File: src/rtl/core/jaos_pkg.sv
// ---------------------------------------------------------------------------
// jaos_pkg
// types, codes and helper functions of the json array object splitter
// ---------------------------------------------------------------------------
`default_nettype none

package jaos_pkg;

	localparam int DEPTH_BITS = 8;

	localparam logic [3:0] PH_SEEK_KEY   = 4'd0;
	localparam logic [3:0] PH_COLON      = 4'd1;
	localparam logic [3:0] PH_BRACKET    = 4'd2;
	localparam logic [3:0] PH_FIRST      = 4'd3;
	localparam logic [3:0] PH_IN_OBJECT  = 4'd4;
	localparam logic [3:0] PH_AFTER_OBJ  = 4'd5;
	localparam logic [3:0] PH_NEXT_OBJ   = 4'd6;
	localparam logic [3:0] PH_DONE_OK    = 4'd7;
	localparam logic [3:0] PH_DONE_EMPTY = 4'd8;
	localparam logic [3:0] PH_ERROR      = 4'd9;

	localparam logic [2:0] ST_RUNNING    = 3'd0;
	localparam logic [2:0] ST_OK         = 3'd1;
	localparam logic [2:0] ST_EMPTY      = 3'd2;
	localparam logic [2:0] ST_INCOMPLETE = 3'd3;
	localparam logic [2:0] ST_ERROR      = 3'd4;

	localparam logic OP_DATA   = 1'b0;
	localparam logic OP_FINISH = 1'b1;

	localparam logic [2:0] KEY_LEN = 3'd7;

	localparam logic [7:0] CH_QUOTE   = 8'h22;
	localparam logic [7:0] CH_COLON   = 8'h3A;
	localparam logic [7:0] CH_LBRACK  = 8'h5B;
	localparam logic [7:0] CH_RBRACK  = 8'h5D;
	localparam logic [7:0] CH_LBRACE  = 8'h7B;
	localparam logic [7:0] CH_RBRACE  = 8'h7D;
	localparam logic [7:0] CH_COMMA   = 8'h2C;

	localparam logic [DEPTH_BITS-1:0] DEPTH_MAX = '1;

	typedef struct packed {
		logic [3:0]            phase;
		logic [2:0]            key_pos;
		logic [DEPTH_BITS-1:0] depth;
	} state_t;

	typedef struct packed {
		logic [7:0] object_byte;
		logic       byte_valid;
		logic       object_last;
		logic       response_done;
		logic [2:0] status;
	} result_t;

	localparam state_t STATE_RESET = '{phase: PH_SEEK_KEY, key_pos: '0, depth: '0};

	function automatic logic [7:0] key_char(input logic [2:0] pos);
		logic [7:0] ch;
		case (pos)
			3'd0: ch = CH_QUOTE;
			3'd1: ch = 8'h69;
			3'd2: ch = 8'h74;
			3'd3: ch = 8'h65;
			3'd4: ch = 8'h6D;
			3'd5: ch = 8'h73;
			3'd6: ch = CH_QUOTE;
			default: ch = CH_QUOTE;
		endcase
		return ch;
	endfunction

	function automatic logic is_blank(input logic [7:0] ch);
		return ch inside {8'h20, [8'h09:8'h0D]};
	endfunction

endpackage

`default_nettype wire

File: src/rtl/core/jaos_if.sv
// ---------------------------------------------------------------------------
// jaos channel interfaces
// valid/ready channels for response bytes in and object words out
// ---------------------------------------------------------------------------
`default_nettype none

interface jaos_in_if;
	logic       valid;
	logic       ready;
	logic       operation;
	logic [7:0] data_byte;

	modport source (output valid, output operation, output data_byte, input ready);
	modport sink (input valid, input operation, input data_byte, output ready);
endinterface

interface jaos_out_if;
	logic       valid;
	logic       ready;
	logic [7:0] object_byte;
	logic       byte_valid;
	logic       object_last;
	logic       response_done;
	logic [2:0] status;

	modport source (output valid, output object_byte, output byte_valid, output object_last,
		output response_done, output status, input ready);
	modport sink (input valid, input object_byte, input byte_valid, input object_last,
		input response_done, input status, output ready);
endinterface

`default_nettype wire

File: src/rtl/core/json_array_object_splitter.sv
// ---------------------------------------------------------------------------
// json_array_object_splitter
// splits the objects of the "items" array out of a json response byte stream
// ---------------------------------------------------------------------------
// channel | dir | words                                     | handshake
// req     | in  | operation, data_byte                      | valid/ready
// rsp     | out | object_byte, byte_valid, object_last,     | valid/ready
//         |     | response_done, status                     |
//
// one word in, one word out, one word per cycle sustained while rsp is ready
// the result is registered in the output buffer, via its skid register when rsp stalls
// a two-entry output buffer keeps req ready through one stalled result
// reset clears the parser to key search and empties the output buffer
// ---------------------------------------------------------------------------
`default_nettype none

module json_array_object_splitter (
	input  logic        clk,
	input  logic        arst_n,
	jaos_in_if.sink     req,
	jaos_out_if.source  rsp
);

	jaos_pkg::state_t  state_q;
	jaos_pkg::state_t  state_nxt;
	jaos_pkg::result_t step_res;
	jaos_pkg::result_t out_data;
	logic              can_push;
	logic              accept;

	assign req.ready = can_push;
	assign accept    = req.valid && can_push;

	jaos_step u_step (
		.cur       (state_q),
		.operation (req.operation),
		.data_byte (req.data_byte),
		.nxt       (state_nxt),
		.res       (step_res)
	);

	always_ff @(posedge clk or negedge arst_n) begin
		if (!arst_n) begin
			state_q <= jaos_pkg::STATE_RESET;
		end else if (accept) begin
			state_q <= state_nxt;
		end
	end

	jaos_out_buf u_out_buf (
		.clk       (clk),
		.arst_n    (arst_n),
		.push      (accept),
		.push_data (step_res),
		.can_push  (can_push),
		.out_valid (rsp.valid),
		.out_ready (rsp.ready),
		.out_data  (out_data)
	);

	assign rsp.object_byte   = out_data.object_byte;
	assign rsp.byte_valid    = out_data.byte_valid;
	assign rsp.object_last   = out_data.object_last;
	assign rsp.response_done = out_data.response_done;
	assign rsp.status        = out_data.status;

endmodule

`default_nettype wire

File: src/rtl/core/jaos_step.sv
// ---------------------------------------------------------------------------
// jaos_step
// next-state and result logic for one response byte or finish word
// ---------------------------------------------------------------------------
`default_nettype none

module jaos_step (
	input  jaos_pkg::state_t  cur,
	input  logic              operation,
	input  logic [7:0]        data_byte,
	output jaos_pkg::state_t  nxt,
	output jaos_pkg::result_t res
);

	logic [2:0] pos;
	logic       blank;

	assign pos   = (cur.key_pos < jaos_pkg::KEY_LEN) ? cur.key_pos : 3'd0;
	assign blank = jaos_pkg::is_blank(data_byte);

	always_comb begin
		nxt               = cur;
		res               = '0;
		res.status        = jaos_pkg::ST_RUNNING;
		if (operation == jaos_pkg::OP_FINISH) begin
			res.response_done = 1'b1;
			case (cur.phase)
				jaos_pkg::PH_DONE_OK:    res.status = jaos_pkg::ST_OK;
				jaos_pkg::PH_DONE_EMPTY: res.status = jaos_pkg::ST_EMPTY;
				jaos_pkg::PH_ERROR,
				jaos_pkg::PH_SEEK_KEY:   res.status = jaos_pkg::ST_ERROR;
				default:                 res.status = jaos_pkg::ST_INCOMPLETE;
			endcase
			nxt = jaos_pkg::STATE_RESET;
		end else begin
			case (cur.phase)
				jaos_pkg::PH_SEEK_KEY: begin
					if (data_byte == jaos_pkg::key_char(pos)) begin
						if (pos == jaos_pkg::KEY_LEN - 3'd1) begin
							nxt.phase   = jaos_pkg::PH_COLON;
							nxt.key_pos = 3'd0;
						end else begin
							nxt.key_pos = pos + 3'd1;
						end
					end else begin
						nxt.key_pos = (data_byte == jaos_pkg::CH_QUOTE) ? 3'd1 : 3'd0;
					end
				end
				jaos_pkg::PH_COLON: begin
					if (!blank)
						nxt.phase = (data_byte == jaos_pkg::CH_COLON) ?
							jaos_pkg::PH_BRACKET : jaos_pkg::PH_ERROR;
				end
				jaos_pkg::PH_BRACKET: begin
					if (!blank)
						nxt.phase = (data_byte == jaos_pkg::CH_LBRACK) ?
							jaos_pkg::PH_FIRST : jaos_pkg::PH_ERROR;
				end
				jaos_pkg::PH_FIRST,
				jaos_pkg::PH_NEXT_OBJ: begin
					if (!blank) begin
						if (data_byte == jaos_pkg::CH_LBRACE) begin
							nxt.depth      = jaos_pkg::DEPTH_BITS'(1);
							nxt.phase      = jaos_pkg::PH_IN_OBJECT;
							res.byte_valid = 1'b1;
						end else if (data_byte == jaos_pkg::CH_RBRACK &&
							cur.phase == jaos_pkg::PH_FIRST) begin
							nxt.phase = jaos_pkg::PH_DONE_EMPTY;
						end else begin
							nxt.phase = jaos_pkg::PH_ERROR;
						end
					end
				end
				jaos_pkg::PH_IN_OBJECT: begin
					res.byte_valid = 1'b1;
					if (data_byte == jaos_pkg::CH_LBRACE) begin
						if (cur.depth == jaos_pkg::DEPTH_MAX) begin
							nxt.phase      = jaos_pkg::PH_ERROR;
							res.byte_valid = 1'b0;
						end else begin
							nxt.depth = cur.depth + jaos_pkg::DEPTH_BITS'(1);
						end
					end else if (data_byte == jaos_pkg::CH_RBRACE) begin
						if (cur.depth <= jaos_pkg::DEPTH_BITS'(1)) begin
							nxt.depth       = '0;
							nxt.phase       = jaos_pkg::PH_AFTER_OBJ;
							res.object_last = 1'b1;
						end else begin
							nxt.depth = cur.depth - jaos_pkg::DEPTH_BITS'(1);
						end
					end
				end
				jaos_pkg::PH_AFTER_OBJ: begin
					if (!blank) begin
						if (data_byte == jaos_pkg::CH_COMMA)
							nxt.phase = jaos_pkg::PH_NEXT_OBJ;
						else if (data_byte == jaos_pkg::CH_RBRACK)
							nxt.phase = jaos_pkg::PH_DONE_OK;
						else
							nxt.phase = jaos_pkg::PH_ERROR;
					end
				end
				default: begin
				end
			endcase
		end
		res.object_byte = res.byte_valid ? data_byte : 8'h00;
	end

endmodule

`default_nettype wire

File: src/rtl/core/jaos_out_buf.sv
// ---------------------------------------------------------------------------
// jaos_out_buf
// result register with a skid stage so input keeps flowing through one stalled result
// ---------------------------------------------------------------------------
`default_nettype none

module jaos_out_buf (
	input  logic              clk,
	input  logic              arst_n,
	input  logic              push,
	input  jaos_pkg::result_t push_data,
	output logic              can_push,
	output logic              out_valid,
	input  logic              out_ready,
	output jaos_pkg::result_t out_data
);

	logic              main_v_q;
	logic              skid_v_q;
	jaos_pkg::result_t main_q;
	jaos_pkg::result_t skid_q;
	logic              take;

	assign take      = main_v_q && out_ready;
	assign can_push  = !skid_v_q;
	assign out_valid = main_v_q;
	assign out_data  = main_q;

	always_ff @(posedge clk or negedge arst_n) begin
		if (!arst_n) begin
			main_v_q <= 1'b0;
			skid_v_q <= 1'b0;
		end else if (take) begin
			if (skid_v_q) begin
				skid_v_q <= 1'b0;
			end else begin
				main_v_q <= push;
			end
		end else if (!main_v_q) begin
			main_v_q <= push;
		end else if (push) begin
			skid_v_q <= 1'b1;
		end
	end

	always_ff @(posedge clk) begin
		if (take) begin
			main_q <= skid_v_q ? skid_q : push_data;
		end else if (!main_v_q) begin
			main_q <= push_data;
		end else if (push) begin
			skid_q <= push_data;
		end
	end

endmodule

`default_nettype wire

File: src/flat_wrapper.sv
// flat-port wrapper written by rule: the top's interface ports become plain ports
module json_array_object_splitter_flat 
  (clk, arst_n, req_valid, req_operation, req_data_byte, req_ready, rsp_valid, rsp_object_byte, rsp_byte_valid, rsp_object_last, rsp_response_done, rsp_status, rsp_ready);
  jaos_in_if req_i ();
  jaos_out_if rsp_i ();
  input  logic clk;
  input  logic arst_n;
  input wire logic [$bits(req_i.valid)-1:0] req_valid;
  input wire logic [$bits(req_i.operation)-1:0] req_operation;
  input wire logic [$bits(req_i.data_byte)-1:0] req_data_byte;
  output wire logic [$bits(req_i.ready)-1:0] req_ready;
  output wire logic [$bits(rsp_i.valid)-1:0] rsp_valid;
  output wire logic [$bits(rsp_i.object_byte)-1:0] rsp_object_byte;
  output wire logic [$bits(rsp_i.byte_valid)-1:0] rsp_byte_valid;
  output wire logic [$bits(rsp_i.object_last)-1:0] rsp_object_last;
  output wire logic [$bits(rsp_i.response_done)-1:0] rsp_response_done;
  output wire logic [$bits(rsp_i.status)-1:0] rsp_status;
  input wire logic [$bits(rsp_i.ready)-1:0] rsp_ready;
  assign req_i.valid = req_valid;
  assign req_i.operation = req_operation;
  assign req_i.data_byte = req_data_byte;
  assign req_ready = req_i.ready;
  assign rsp_valid = rsp_i.valid;
  assign rsp_object_byte = rsp_i.object_byte;
  assign rsp_byte_valid = rsp_i.byte_valid;
  assign rsp_object_last = rsp_i.object_last;
  assign rsp_response_done = rsp_i.response_done;
  assign rsp_status = rsp_i.status;
  assign rsp_i.ready = rsp_ready;
  json_array_object_splitter u_core (.clk(clk), .arst_n(arst_n), .req(req_i), .rsp(rsp_i));
endmodule
File: config.mk
export PLATFORM = sky130hd
export DESIGN_NAME = json_array_object_splitter_flat
export DESIGN_NICKNAME = d
export VERILOG_FILES = /design/src/rtl/core/jaos_pkg.sv /design/src/rtl/core/jaos_if.sv /design/src/rtl/core/json_array_object_splitter.sv /design/src/rtl/core/jaos_step.sv /design/src/rtl/core/jaos_out_buf.sv /design/src/flat_wrapper.sv
export SDC_FILE = /design/constraint.sdc
export NUM_CORES = 1
export LEC_CHECK = 0
export ABC_AREA = 1
export BUFFER_PORTS_ARGS = -buffer_cell sky130_fd_sc_hd__buf_2
export CORE_MARGIN = 5
export CORE_UTILIZATION = 51
export CTS_CLUSTER_DIAMETER = 120
export CTS_CLUSTER_SIZE = 28
export DETAILED_ROUTE_END_ITERATION = 7
export GPL_ROUTABILITY_DRIVEN = 1
export PLACE_DENSITY_LB_ADDON = 0.25
export SLEW_MARGIN = 20
export SYNTH_ARGS = -nofsm -noshare
export SYNTH_HDL_FRONTEND = slang
export SYNTH_SLANG_ARGS = --single-unit
File: constraint.sdc
create_clock -name clk -period 3.4 [get_ports clk]
set_input_delay 0.68 -clock clk [delete_from_list [all_inputs] [get_ports clk]]
set_output_delay 0.68 -clock clk [all_outputs]
set_load 0.02 [all_outputs]
* Word level (Yosys, flattened, before mapping)
Cells that the tools add are included.
Storage, ports and cells: input bits 13, logic and storage cells 135, bits in registers 45
Cells by class: order comparisons 4, add/subtract/negate cells 3, muxes and demuxes 55, bitwise logic cells 1, equal/unequal tests 38, reduce and logical (&&, ||, !) cells 19
Operators with widths (count):
- $mux W8 | 9
- $mux W4 | 16
- $mux W14 | 3
- $pmux W7 S5 | 1
- $eq A8 B6 Y1 const B | 4
- $eq A8 B7 Y1 const B | 4
- $pmux W4 S6 | 1
- $ne A3 B3 Y1 const B | 7
- $eq A4 B3 Y1 const B | 4
- $mux W1 | 16
- $ne A4 B4 Y1 const B | 4
- $pmux W8 S2 | 1
- $mux W15 | 1
- $mux W3 | 4
- $reduce_and A11 Y1 | 1
- $eq A3 B3 Y1 const B | 3
- $pmux W3 S3 | 1
- $add A8 B1 Y8 const B | 1
- $eq A4 B2 Y1 const B | 2
- $eq A4 B4 Y1 const B | 2
- $eq A8 B8 Y1 | 1
- $eq A8 B8 Y1 const B | 1
- $ge A8 B4 Y1 const B | 1
- $le A8 B1 Y1 const B | 1
- other kinds (22) | 31

* Longest topological paths before layout
Gate-level depths: netlist of the first run.
word-level depth 10, gate-level depth with buffers 14, mapped depth without buffers 14

* Cells and area by module
From an unflattened synthesis of the first run, not the netlist that was laid out.
Second synthesis, totals: cells, all modules 504, area total of the unflattened synthesis 3550.9 µm²
Modules (own cells, without submodules):
- jaos_step | cells an instance 347, times used 1, area each 1657.8 µm²
- jaos_out_buf | cells an instance 90, times used 1, area each 1218.7 µm²
- json_array_object_splitter | cells an instance 67, times used 1, area each 674.4 µm²

* Worst setup path before layout of the first run
No wires, ideal clock.
path kind input-to-reg, from input port rsp_ready, to register u_core.u_out_buf.skid_q[0] in the netlist's numbering, enable pin, path buffers 0, required time 3.015 ns, setup time 0.385 ns, slack 1.272 ns, cell stages on the path 3, arrival 1.744 ns, cell sequence inv_1 > nand2_1 > nor2_1
Between the ends: word-level cells in the longest chain between the ends 3
RTL lines:
- start, declared | line flat_wrapper.sv:18 | input wire logic [$bits(rsp_i.ready)-1:0] rsp_ready;
- $logic_and A1 B1 Y1 | line jaos_out_buf.sv:24 | assign take = main_v_q && out_ready;
- $not A1 Y1 (no line)
- $reduce_and A3 Y1 (no line)
- end signal, assigned | line jaos_out_buf.sv:52 | skid_q <= push_data;
- end, declared | line jaos_out_buf.sv:21 | jaos_pkg::result_t skid_q;
Every way passes these cells. A chain may end at the register's enable or synchronous reset.

* Worst setup path in the final report of the first run
from input port req_operation, to register u_core.state_q[6] in the netlist's numbering
Between the ends: word-level cells in the longest chain between the ends 2, elaborated cells on any way between the ends 7, those cells by class eq/ne (4); mux (1); reduce/logical (2)
RTL lines:
- start, declared | line flat_wrapper.sv:9 | input wire logic [$bits(req_i.operation)-1:0] req_operation;
- $ne A4 B4 Y1 (no line) (tied with other cells)
- $reduce_and A6 Y1 (no line)
- end signal, assigned | line json_array_object_splitter.sv:44 | state_q <= jaos_pkg::STATE_RESET;
- end signal, assigned | line json_array_object_splitter.sv:46 | state_q <= state_nxt;
- end, declared | line json_array_object_splitter.sv:24 | jaos_pkg::state_t state_q;
Parallel ways exist; a longest one is shown, timed or not.

==> metrics.md, run 1 <==
| Metric | Value |
|---|---|
| Fraction of the core area covered by cells at the end of the flow | `57.23%` |
| Part of the power in combinational logic | `5.3%` |
| Number of buffer cells added on primary ports | `28` |
| Critical setup path kind | `input port to register` |
| Mapped Nets | `410` |
| Setup repair after global routing missed its margin | `no` |
| Biggest fanout along the worst timing path | `12` |
| Number of top-level design ports | `29` |
| Net switching power of the design | `221.7 uW` |
| Library cell occupying the most area in the post-synthesis netlist | `edfxtp_1` |
| Highest-delay cell along the critical path | `inv_1` |
| Hold Vio Cnt, Final | `0` |
| Setup violators final | `0` |
| Fin Hold WS | `297.9 ps` |
| CTS sink cnt | `45` |
| Wire length reported by the detailed router | `6.478 mm` |
| Setup Buffers After CTS | `0` |
| Data required time of the worst path | `3600 ps` |
| Worst vdd ir | `222.6 uV` |
| Area taken by flip-flops and latches | `1266 um^2` |
| Synth area leaders | `edfxtp_1 (28%), dfrtp_1 (14%), nand2_1 (13%)` |
| Ys Warns | `0` |
| Final net count | `438` |
| HPWL after DPL | `5.126 mm` |
| Clock root buffer | `clkbuf_8` |
| Power Dens Cells | `308.4 nW/um^2` |
| Worst clock skew | `5.129 ps` |
| Detailed-router iteration count before antenna repair | `5` |
| Global router's overall resource usage | `18.55%` |
| Worst-margin pin slew | `648.8 ps` |
| Placed cells | `488` |
| Upper clock frequency limit | `456.5 MHz` |
| Pin count of the biggest net entering global routing | `18` |
| Layout cells sized above 1 | `20.43%` |
| Core Footprint | `5851 um^2` |
| Total negative slack | `0 ps` |
| H-tree Lvls | `2` |
| Synthesis-to-layout area growth | `9.988%` |
| Distinct cells, synth | `34` |
| Outcome | `complete, no violations` |
| Crit path largest cell delay | `330 ps` |
| Share of the synthesized area in the top cell type | `27.62%` |
| Length in cells of the worst reg-to-reg path | `9` |
| Relative slew slack | `56.64%` |
| Iteration-0 DRC Markers | `261` |
| Sequential element share of the synthesized area | `41.59%` |
| Antenna Diode Count | `0` |
| Number of buffers on the longest clock path | `2` |
| Sequential group share of total power | `55.9%` |
| Via Count | `2625` |
| Number of max-cap violations | `0` |
| First-pass GRT wire length | `11.27 mm` |
| Switching part of the total | `21.47%` |
| Type of the tightest min-delay check | `input port to async pin` |
| Global route overflow | `0` |
| Post-synthesis cell count | `392` |
| Antenna-violating nets left | `0` |
| Critical-path cell list | `buf_2 -> inv_1 -> nand3_1 -> nor2_2 -> inv_2 -> o22ai_1 -> nor2_1 -> nand3_2 -> inv_1 -> nand2_1 -> nand2_1` |
| Total DRC errors in the routed layout | `0` |
| Per-cell via count in the routed design | `5.292` |
| TritonCTS clock tree | `done` |
| Die area | `7614 um^2` |
| Routed wire length per instance | `13.06 um` |
| Clk pin slew, worst setup/hold paths | `80 ps` |
| Average footprint of a synthesized cell | `7.766 um^2` |
| Share of synthesized registers carrying an async set or reset | `37.78%` |
| Die Span Y | `87.26 um` |
| Post-route clock period utilization | `64.44%` |
| Part of the total power dissipated in the clock network | `38.8%` |
| Die X-Extent | `87.26 um` |
| Area used by multi-input combinational logic | `1572 um^2` |
| Antenna violations before repair | `0` |
| Post-route non-filler standard cell count | `496` |
| Hold Buf Count CTS | `0` |
| Number of fill cells in the layout | `542` |
| Clock buffer count from CTS | `5` |
| Leading register cell type out of synthesis | `edfxtp_1` |
| Post-synth design cell area | `3044 um^2` |
| Design internal power | `810.9 uW` |
| Launching element type of the critical path | `input port` |
| Arrival time reported for the critical path endpoint | `2390 ps` |
| EDFF count, synth | `28` |
| Number of rows in the core area | `28` |
| Synthesized flop and latch total | `45` |
| Final critical-path required period | `2191 ps` |
| Pins over their slew limit | `0` |
| Vias in the first global route | `2575` |
| Final estimated routing congestion in global placement | `0.8711` |
| Post-cts repair resize count | `0` |
| Critical path capture point type | `register` |
| Worst-skew pair later-pin latency | `300 ps` |
| Leakage | `1.646 nW` |
| Starting density of the core | `52.03%` |
[cells in the mapped netlist (2+ instances only)]
cell / number
a21oi_1: 11
buf_2: 4
clkbuf_2: 2
dfrtp_1: 17
edfxtp_1: 28
ha_1: 5
inv_1: 38
inv_2: 5
mux2_2: 8
nand2_1: 106
nand2_2: 9
nand2_4: 5
nand3_1: 38
nand3b_1: 2
nand4_1: 5
nor2_1: 39
nor2_2: 13
nor2_4: 3
nor3_1: 10
o21ai_0: 17
o21ai_2: 4
o22ai_1: 5
xnor2_1: 3
xor2_1: 5
[stage by stage]
step | worst slack (ps) | area [um^2] | power [mW]
2_1_floorplan | 1272 | 3044 | 0.6212
3_3_place_gp | 1008 | 3241 | 0.6437
3_5_place_dp | 911.3 | 3241 | 0.6445
4_1_cts | 1227 | 3348 | 1.044
5_1_grt | 953.6 | 3348 | 1.073
6_report | 1209 | 3348 | 1.033
[registers in the layout (all words and copies together) (netlist names)]
signal / flops
u_core.u_out_buf.skid_v_q: 1
u_core.u_out_buf.skid_q: 14
u_core.state_q: 15
u_core.u_out_buf.out_data: 14
u_core.u_out_buf.out_valid: 1
[path summary, 6_finish.rpt]
check	slack, ps	to	start
max reg2reg	1400	u_core.u_out_buf.out_data[9]	u_core.state_q[1]
max in group asynchronous	2810	u_core.state_q[8]	arst_n
min	300	u_core.state_q[13]	arst_n
max	1210	u_core.state_q[6]	req_operation
min reg2reg	550	u_core.u_out_buf.out_data[4]	u_core.u_out_buf.skid_q[4]
min in group clk	550	u_core.u_out_buf.out_data[4]	u_core.u_out_buf.skid_q[4]
[cell families after synthesis]
group                      share of synthesized area [%]
AOI/OAI and AO/OA                                  7.974
adders and majority gates                          2.055
buffers and inverters                              6.782
muxes                                              2.959
DFF                                                41.59
xor gates and xnor gates                           2.302
and+or+nand+nor                                    36.33
[worst max-delay path: cells and delay by family]
family | cells | cell delay, ps
simple gates | 6 | 910
compound gates | 1 | 100
buf+inv | 4 | 700
[layout by cell type (no fill, tap or decap), types with 8 or more instances in the layout]
cell	count
nand2_1	106
buf_2	28
o21ai_0	17
dfrtp_1	17
a21oi_1	11
nor2_1	39
nor2_2	13
inv_1	38
nand2_2	9
nor3_1	10
nand3_1	38
mux2_2	8
edfxtp_1	28
[area by class of cell]
class	count	share of cell area, %
flip-flops and latches	45	37.82
inverters	43	4.821
repair buffers	29	4.410
well taps	75	2.803
clock inverters	2	1.046
multi-input cells	296	46.94
clock buffers	6	2.167
[metal layers]
layer,GRT usage (%),vias to the layer above,wire length [um]
met5,0,-,0
met2,33.56,79,3214
li1,-,1345,-
met3,3.595,16,362
met1,21.09,1185,2748
met4,7.810,0,153
[power by group through the flow]
stage	Combinational, mW	Sequential [mW]	Clock (mW)
2_1_floorplan	0.0299	0.591	0
3_3_place_gp	0.0542	0.589	0
3_5_place_dp	0.0551	0.589	0
4_1_cts	0.0552	0.577	0.411
5_1_grt	0.0619	0.577	0.434
6_report	0.0549	0.577	0.400
Note: power is estimated with default switching activity, not from simulation.
==> run 2: changes to the inputs <==
--- a/config.mk
+++ b/config.mk
@@ -5,7 +5,7 @@
 export SDC_FILE = /design/constraint.sdc
 export NUM_CORES = 1
 export LEC_CHECK = 0
-export ABC_AREA = 1
+export ABC_AREA = 0
 export BUFFER_PORTS_ARGS = -buffer_cell sky130_fd_sc_hd__buf_2
 export CORE_MARGIN = 5
 export CORE_UTILIZATION = 51
==> constraint.sdc (replaced) <==
create_clock -name clk -period 2.15 [get_ports clk]
set_input_delay 0.43 -clock clk [delete_from_list [all_inputs] [get_ports clk]]
set_output_delay 0.43 -clock clk [all_outputs]
set_load 0.02 [all_outputs]
==> run 2 against run 1 <==
  * The run now ends with setup timing left
  * Global-route usage up 1.7 points
  * Via count up 5.7%
  * Synthesized area up 2.4%
  * Cell area up 17%
  * Largest cell class unchanged
  * Critical path type is now register to register
  * Clock power up 59%
==> metrics.md, run 2 <==
| Metric | Value |
|---|---|
| Routed wire length per instance | `16.84 um (+29%)` |
| HPWL after DPL | `5.671 mm (+11%)` |
| Leading cell types in the layout, fill and taps excluded | `buf_4 (55), buf_2 (28), edfxtp_1 (28)` |
| Pins over their slew limit | `0 (unchanged)` |
| Biggest fanout along the worst timing path | `5 (-7)` |
| Clock root buffer | `clkbuf_8` |
| Fraction of the core area covered by cells at the end of the flow | `65.96% (+8.7 points)` |
| Number of top-level design ports | `29 (unchanged)` |
| Highest-delay cell along the critical path | `or4_4` |
| Number of max-cap violations | `0 (unchanged)` |
| EDFF count, synth | `28 (unchanged)` |
| Power Dens Cells | `673.3 nW/um^2 (+120%)` |
| Worst-skew pair later-pin latency | `300 ps (about the same)` |
| Setup repair after global routing missed its margin | `yes` |
| Post-placement setup slack | `-159.5 ps (-1071 ps)` |
| Category of cells accounting for the largest share of critical-path delay | `simple AND/OR/NAND/NOR gates` |
| Worst R2R Start | `u_core.state_q[9]` |
| Antenna-violating nets left | `0 (unchanged)` |
| Detailed-router iteration count before antenna repair | `6 (+1)` |
| Post-synthesis cell count | `313 (-20%)` |
| Share of synthesized registers carrying an async set or reset | `37.78% (unchanged)` |
| Synth area leaders | `edfxtp_1 (27%), dfrtp_1 (14%), mux2_2 (5.1%)` |
| Outcome | `finished with violations` |
| Crit path largest cell delay | `540 ps (+210 ps)` |
| Post-route clock period utilization | `104.5%` |
| Leading cell types by count after synthesis | `edfxtp_1 (28), nand2_1 (20), dfrtp_1 (17), nor2_1 (16)` |
| Reg with most FFs | `u_core.state_q` |
| Data required time of the worst path | `2340 ps (-1260 ps)` |
| Library cell occupying the most area in the post-synthesis netlist | `edfxtp_1` |
| Synthesized flop and latch total | `45 (unchanged)` |
| Leakage | `1.610 nW (-2.2%)` |
| Relative slew slack | `71.52% (+15 points)` |
| Worst vdd ir | `577.6 uV (+160%)` |
| Sequential group share of total power | `44.3% (-12 points)` |
| Number of buffer cells added on primary ports | `28 (unchanged)` |
| Switching part of the total | `32.92% (+11 points)` |
| Core Footprint | `5921 um^2 (+1.2%)` |
| Layout cells sized above 1 | `36.98% (+17 points)` |
| Share of the synthesized area in the top cell type | `26.97% (-0.65 points)` |
| Smallest setup slack after layout | `-97.31 ps (-1307 ps)` |
| Wire length reported by the detailed router | `7.731 mm (+19%)` |
| Failing checks | `setup timing` |
| Die area | `7777 um^2 (+2.1%)` |
| Final net count | `401 (-8.4%)` |
| CTS sink cnt | `45 (unchanged)` |
| Via Count | `2775 (+5.7%)` |
| Total negative slack | `-222.2 ps (-222.2 ps)` |
| Flip-flop count of the largest register, all copies and words added | `15 (unchanged)` |
| Length in cells of the worst reg-to-reg path | `8 (-1)` |
| Antenna violations before repair | `0 (unchanged)` |
| Antenna Diode Count | `0 (unchanged)` |
| Mapped Nets | `331 (-19%)` |
| Critical setup path kind | `register to register` |
| Critical-path cell list | `buf_6 -> ha_4 -> nor2_4 -> a221oi_2 -> xnor2_1 -> or4_4 -> mux2i_1 -> a22o_1` |
| Post-synth design cell area | `3118 um^2 (+2.4%)` |
| Average footprint of a synthesized cell | `9.962 um^2 (+28%)` |
| Critical path capture point type | `register` |
| Part of the power in combinational logic | `31.6% (+26 points)` |
| Most repeated cell in the gate-level netlist after synthesis | `edfxtp_1` |
| Iteration-0 DRC Markers | `264 (+1.1%)` |
| Global route overflow | `0 (unchanged)` |
| Worst-margin pin slew | `421.2 ps (-227.5 ps)` |
| Final critical-path required period | `2247 ps` |
| Total power | `2.629 mW (+150%)` |
| Sequential element share of the synthesized area | `40.61% (-0.98 points)` |
| Most common cell after layout, fill and taps aside | `buf_4` |
| Pin count of the biggest net entering global routing | `18 (unchanged)` |
| Per-cell via count in the routed design | `6.046 (+14%)` |
| Design internal power | `1.764 mW (+120%)` |
| Starting density of the core | `52.66% (+0.63 points)` |
| Die X-Extent | `88.19 um (+1.1%)` |
| Type of the tightest min-delay check | `input port to async pin` |
| Vias in the first global route | `2574 (-0.039%)` |
| Leading register cell type out of synthesis | `edfxtp_1` |
| Fin Hold WS | `38.59 ps (-259.3 ps)` |
| TritonCTS clock tree | `done` |
| Upper clock frequency limit | `445.0 MHz` |
| H-tree Lvls | `2 (unchanged)` |
| Number of buffers on the longest clock path | `2 (unchanged)` |
| Net switching power of the design | `865.6 uW (+290%)` |
| Clock buffer count from CTS | `5 (unchanged)` |
| Hold Vio Cnt, Final | `0 (unchanged)` |
| Global router's overall resource usage | `20.22% (+1.7 points)` |
| Launching element type of the critical path | `register` |
| Synthesis-to-layout area growth | `25.24%` |
| Worst clock skew | `5.658 ps (+0.5295 ps)` |
| Part of the total power dissipated in the clock network | `24.2% (-15 points)` |
| Hold Buf Count CTS | `0 (unchanged)` |
| Buffer and inverter count on the worst path | `1 (-3)` |
| Internal reg-to-reg setup slack | `-100 ps (-1500 ps)` |
| Total DRC errors in the routed layout | `0 (unchanged)` |
| Clk pin slew, worst setup/hold paths | `90 ps (about the same)` |
| Setup violators final | `4 (+4)` |
| Distinct cells, synth | `73 (+110%)` |
| Ys Warns | `0 (unchanged)` |
| Arrival time reported for the critical path endpoint | `2440 ps (+50 ps)` |
| Worst flop-to-flop path endpoint | `u_core.state_q[8]` |
| First-pass GRT wire length | `12.43 mm (+10%)` |
| Die Span Y | `88.19 um (+1.1%)` |
| Final estimated routing congestion in global placement | `0.8894 (+2.1%)` |
| Number of rows in the core area | `28 (unchanged)` |
==> run 2: changes by cell type after synthesis, sizes merged, moves of 7 or more <==
cell,previous run,this run
mux2,8,18
nand2,120,21
nor2,56,17
buf,5,15
and2,0,8
nor4,0,7
and3,0,8
clkbuf,3,10
inv,43,11
o31ai,0,11
nand3,40,15
==> run 2: layer usage <==
metal  routed length, um  track usage, %  share of wire (%)  vias up
met1                3415           26.88                 44     1317
met3                 445           2.540                5.8       10
met5                   0               0                  0        -
met4                  84           4.945                1.1        0
li1                    -               -                  -     1336
met2                3786           35.01                 49      112
==> run 2: per-stage QoR <==
step	std cells	area (um^2)
after floorplan	313	3162
after global placement	445	3691
after detailed placement	445	3691
after CTS	454	3825
after global routing	459	3905
final	459	3905
==> run 2: kinds of logic (layout without fill, tap and decap cells) <==
logic type	Yosys count	count (layout)	share of synthesized area, %
AOI/OAI and AO/OA	79	80	19.26
adders and majority gates	5	5	2.006
muxes	22	22	7.785
buffers and inverters	36	106	5.257
xor gates and xnor gates	4	4	1.124
and+or+nand+nor	122	122	23.96
DFF	45	45	40.61
==> run 2: cell type report <==
type	instances	area [um^2]
Fill cell	466	2016
Timing Repair Buffer	87	615.6
Tap cell	75	93.84
Clock inverter	3	41.29
Inverter	11	43.79
Sequential cell	45	1270
Multi-Input combinational cell	233	1772
Clock buffer	5	68.82
==> run 2: how the worst max path moves through the flow <==
stage,start,to,slack (ps),cells past startpoint
after floorplan,u_core.state_q[10],u_core.state_q[8],-140,10
after global placement,u_core.state_q[10],u_core.state_q[11],-90,7
after detailed placement,u_core.state_q[10],u_core.state_q[8],-160,7
after CTS,u_core.state_q[9],u_core.state_q[11],-120,8
after global routing,u_core.state_q[9],u_core.state_q[8],-140,8
final,u_core.state_q[9],u_core.state_q[8],-100,8
==> run 2: worst reg2reg max path, cell delays in order, from the launching register on <==
cell and delay [ps]:
dfrtp_2 450, buf_6 140, ha_4 300, nor2_4 40
a221oi_2 240, xnor2_1 130, or4_4 540, mux2i_1 140
a22o_1 170
==> run 2: power groups by stage <==
stage	combinational [mW]	clock (mW)	sequential, mW
after floorplan	0.392	0	1.30
after global placement	0.802	0	1.17
after detailed placement	0.823	0	1.18
after CTS	0.828	0.645	1.16
after global routing	0.900	0.690	1.18
final	0.830	0.636	1.16
==> run 2: repair_timing <==
action,4_1_cts,5_1_grt
pin swaps,1,12
gates resized for setup,3,12
cloned,0,1
setup buffers,1,4
endpoints found under the setup margin,4,13
==> run 3: changes to the inputs <==
--- a/config.mk
+++ b/config.mk
@@ -7,13 +7,16 @@
 export LEC_CHECK = 0
 export ABC_AREA = 0
 export BUFFER_PORTS_ARGS = -buffer_cell sky130_fd_sc_hd__buf_2
+export CELL_PAD_IN_SITES_DETAIL_PLACEMENT = 0
+export CELL_PAD_IN_SITES_GLOBAL_PLACEMENT = 1
 export CORE_MARGIN = 5
-export CORE_UTILIZATION = 51
+export CORE_UTILIZATION = 47
 export CTS_CLUSTER_DIAMETER = 120
 export CTS_CLUSTER_SIZE = 28
 export DETAILED_ROUTE_END_ITERATION = 7
 export GPL_ROUTABILITY_DRIVEN = 1
 export PLACE_DENSITY_LB_ADDON = 0.25
+export SETUP_SLACK_MARGIN = 0.15
 export SLEW_MARGIN = 20
 export SYNTH_ARGS = -nofsm -noshare
 export SYNTH_HDL_FRONTEND = slang
==> run 3 against run 2 <==
  * The flow still finishes with violations (setup timing)
  * Non-clock buffer count increased by 13
  * Critical path depth increased by 1
  * Final cell count increased by 3.3%
  * Core utilization increased by 0.44 points
  * Global-route usage decreased by 1.8 points
  * Setup slack got worse by 120 ps
  * Highest routed layer unchanged
  * Sequential cell count unchanged
  * Combinational power increased by 6.3%
  * Count of clock-buffer cells in the layout unchanged
==> metrics.md, run 3 (synthesis results as in run 2) <==
| Metric | Value |
|---|---|
| Power Dens Cells | `660.2 nW/um^2 (-1.9%)` |
| Total DRC errors in the routed layout | `0 (unchanged)` |
| Pins over their slew limit | `0 (unchanged)` |
| Upper clock frequency limit | `422.1 MHz (-5.1%)` |
| Pin count of the biggest net entering global routing | `22 (+4)` |
| Launching element type of the critical path | `register` |
| Via Count | `2729 (-1.7%)` |
| Routed wire length per instance | `16.42 um (-2.5%)` |
| First-pass GRT wire length | `12.69 mm (+2.1%)` |
| Leading cell types in the layout, fill and taps excluded | `buf_4 (61), buf_2 (28), edfxtp_1 (28)` |
| Antenna violations before repair | `0 (unchanged)` |
| Most common cell after layout, fill and taps aside | `buf_4` |
| Iteration-0 DRC Markers | `186 (-30%)` |
| Number of max-cap violations | `0 (unchanged)` |
| Part of the total power dissipated in the clock network | `27.2% (+3.0 points)` |
| Worst clock skew | `6.626 ps (+0.9675 ps)` |
| Outcome | `finished with violations` |
| Antenna Diode Count | `0 (unchanged)` |
| Net switching power of the design | `892.9 uW (+3.2%)` |
| Die area | `8363 um^2 (+7.5%)` |
| Final net count | `414 (+3.2%)` |
| Area taken by flip-flops and latches | `1271 um^2 (about the same)` |
| Final estimated routing congestion in global placement | `0.9119 (+2.5%)` |
| Number of rows in the core area | `29 (+3.6%)` |
| Failing checks | `setup timing` |
| Critical path capture point type | `register` |
| Global router's overall resource usage | `18.38% (-1.8 points)` |
| Clock root buffer | `clkbuf_8` |
| Worst vdd ir | `568.1 uV (-1.6%)` |
| Number of top-level design ports | `29 (unchanged)` |
| Final critical-path required period | `2369 ps (+121.7 ps)` |
| Die Span Y | `91.45 um (+3.7%)` |
| Post-route clock period utilization | `110.2% (+5.7 points)` |
| Detailed-router iteration count before antenna repair | `4 (-2)` |
| Number of fill cells in the layout | `510 (+9.4%)` |
| Switching part of the total | `31.89% (-1.0 points)` |
| Worst-skew pair later-pin latency | `300 ps (about the same)` |
| Worst-margin pin slew | `415.7 ps (-5.514 ps)` |
| Setup violators final | `2 (-2)` |
| Antenna-violating nets left | `0 (unchanged)` |
| Fin Hold WS | `56.94 ps (+18.35 ps)` |
| Data required time of the worst path | `2340 ps (about the same)` |
| Clk pin slew, worst setup/hold paths | `90 ps (about the same)` |
| Smallest setup slack after layout | `-219.1 ps (-121.7 ps)` |
| Die X-Extent | `91.45 um (+3.7%)` |
| Relative slew slack | `72.03% (+0.51 points)` |
| Wire length reported by the detailed router | `7.784 mm (+0.69%)` |
| Sequential group share of total power | `41.3% (-3.0 points)` |
| Reg with most FFs | `u_core.state_q` |
| Critical setup path kind | `register to register` |
| Part of the power in combinational logic | `31.5% (about the same)` |
| Global route overflow | `0 (unchanged)` |
| Synthesis-to-layout area growth | `36.00%` |
| Total power | `2.800 mW (+6.5%)` |
| Vias in the first global route | `2562 (-0.47%)` |
| Number of buffers on the longest clock path | `2 (unchanged)` |
| HPWL after DPL | `5.554 mm (-2.1%)` |
| Layout cells sized above 1 | `44.58% (+7.6 points)` |
| Setup repair after global routing missed its margin | `yes` |
| Area used by multi-input combinational logic | `1957 um^2 (+10%)` |
| Leakage | `1.745 nW (+8.4%)` |
| H-tree Lvls | `2 (unchanged)` |
| Design internal power | `1.907 mW (+8.1%)` |
| Hold Vio Cnt, Final | `0 (unchanged)` |
| Clock buffer count from CTS | `5 (unchanged)` |
| Number of buffer cells added on primary ports | `28 (unchanged)` |
| CTS sink cnt | `45 (unchanged)` |
| Biggest fanout along the worst timing path | `5 (unchanged)` |
| Starting density of the core | `48.82% (-3.8 points)` |
| Flip-flop count of the largest register, all copies and words added | `15 (unchanged)` |
| Per-cell via count in the routed design | `5.757 (-4.8%)` |
| TritonCTS clock tree | `done` |
| Type of the tightest min-delay check | `input port to async pin` |
| Arrival time reported for the critical path endpoint | `2560 ps (+120 ps)` |
| Core Footprint | `6386 um^2 (+7.9%)` |
-- run 3: critical path, cell delays in order (launching register included) --
cell and delay [ps]:
dfrtp_1 410, buf_6 140, ha_4 300, buf_4 130, nor2_4 30, a221oi_4 290
xnor2_2 120, or4_4 460, mux2i_2 180, a22o_1 190
-- run 3: timing repair --
action / CTS / global route
endpoints found under the hold margin: 0 / 0
pin swaps: 14 / 20
gates resized for setup: 13 / 41
buffers inserted: 8 / 10
endpoints found under the setup margin: 18 / 24
hold buffers: 0 / 0
cloned: 0 / 1
-- run 3: path summary, 6_finish.rpt --
path / from / to / slack (ps) / cells after the start
max: u_core.state_q[9] / u_core.state_q[8] / -220 / 9
min: arst_n / u_core.u_out_buf.skid_v_q / 60 / 1
max reg2reg: u_core.state_q[9] / u_core.state_q[8] / -220 / 9
min reg2reg: u_core.state_q[1] / u_core.state_q[1] / 530 / 2
max in group asynchronous: arst_n / u_core.state_q[1] / 1760 / 1
min in group clk: rsp_ready / u_core.u_out_buf.skid_v_q / 330 / 2
-- run 3: through the flow --
stage          area, um^2  setup slack, ps  setup TNS (ps)  util [%]  std cells
2_1_floorplan        3183           -136.1          -269.6         -        313
3_3_place_gp         3690           -87.44          -168.9     57.78        447
3_5_place_dp         3690           -167.7          -317.6     57.78        447
4_1_cts              3960           -139.4          -341.3     62.01        463
5_1_grt              4240           -285.8          -843.8     66.40        474
6_report             4240           -219.1          -379.0     66.40        474
-- run 3: final cells by class --
type,instances,share of cell area [%]
inverter,11,1.121
clock inverter,3,1.623
multi-input combinational,233,46.15
sequential,45,29.98
tap,77,2.272
timing repair buffer,100,17.23
clock buffer,5,1.623
-- run 3: routing by layer --
| layer | global-route usage (%) | share of wire, % | vias to the layer above |
|---|---|---|---|
| li1 | - | - | 1366 |
| met5 | 0 | 0 | - |
| met3 | 2.975 | 4.5 | 9 |
| met1 | 26.78 | 47 | 1302 |
| met4 | 4.890 | 1.1 | 0 |
| met2 | 28.28 | 47 | 52 |
-- run 3: power by group through the flow --
stage                     Sequential (mW)  Combinational [mW]  Clock [mW]
after floorplan                      1.30               0.394           0
after global placement               1.17               0.797           0
after detailed placement             1.18               0.805           0
after CTS                            1.16               0.817       0.782
after global routing                 1.17               0.965       0.814
final                                1.16               0.882       0.762
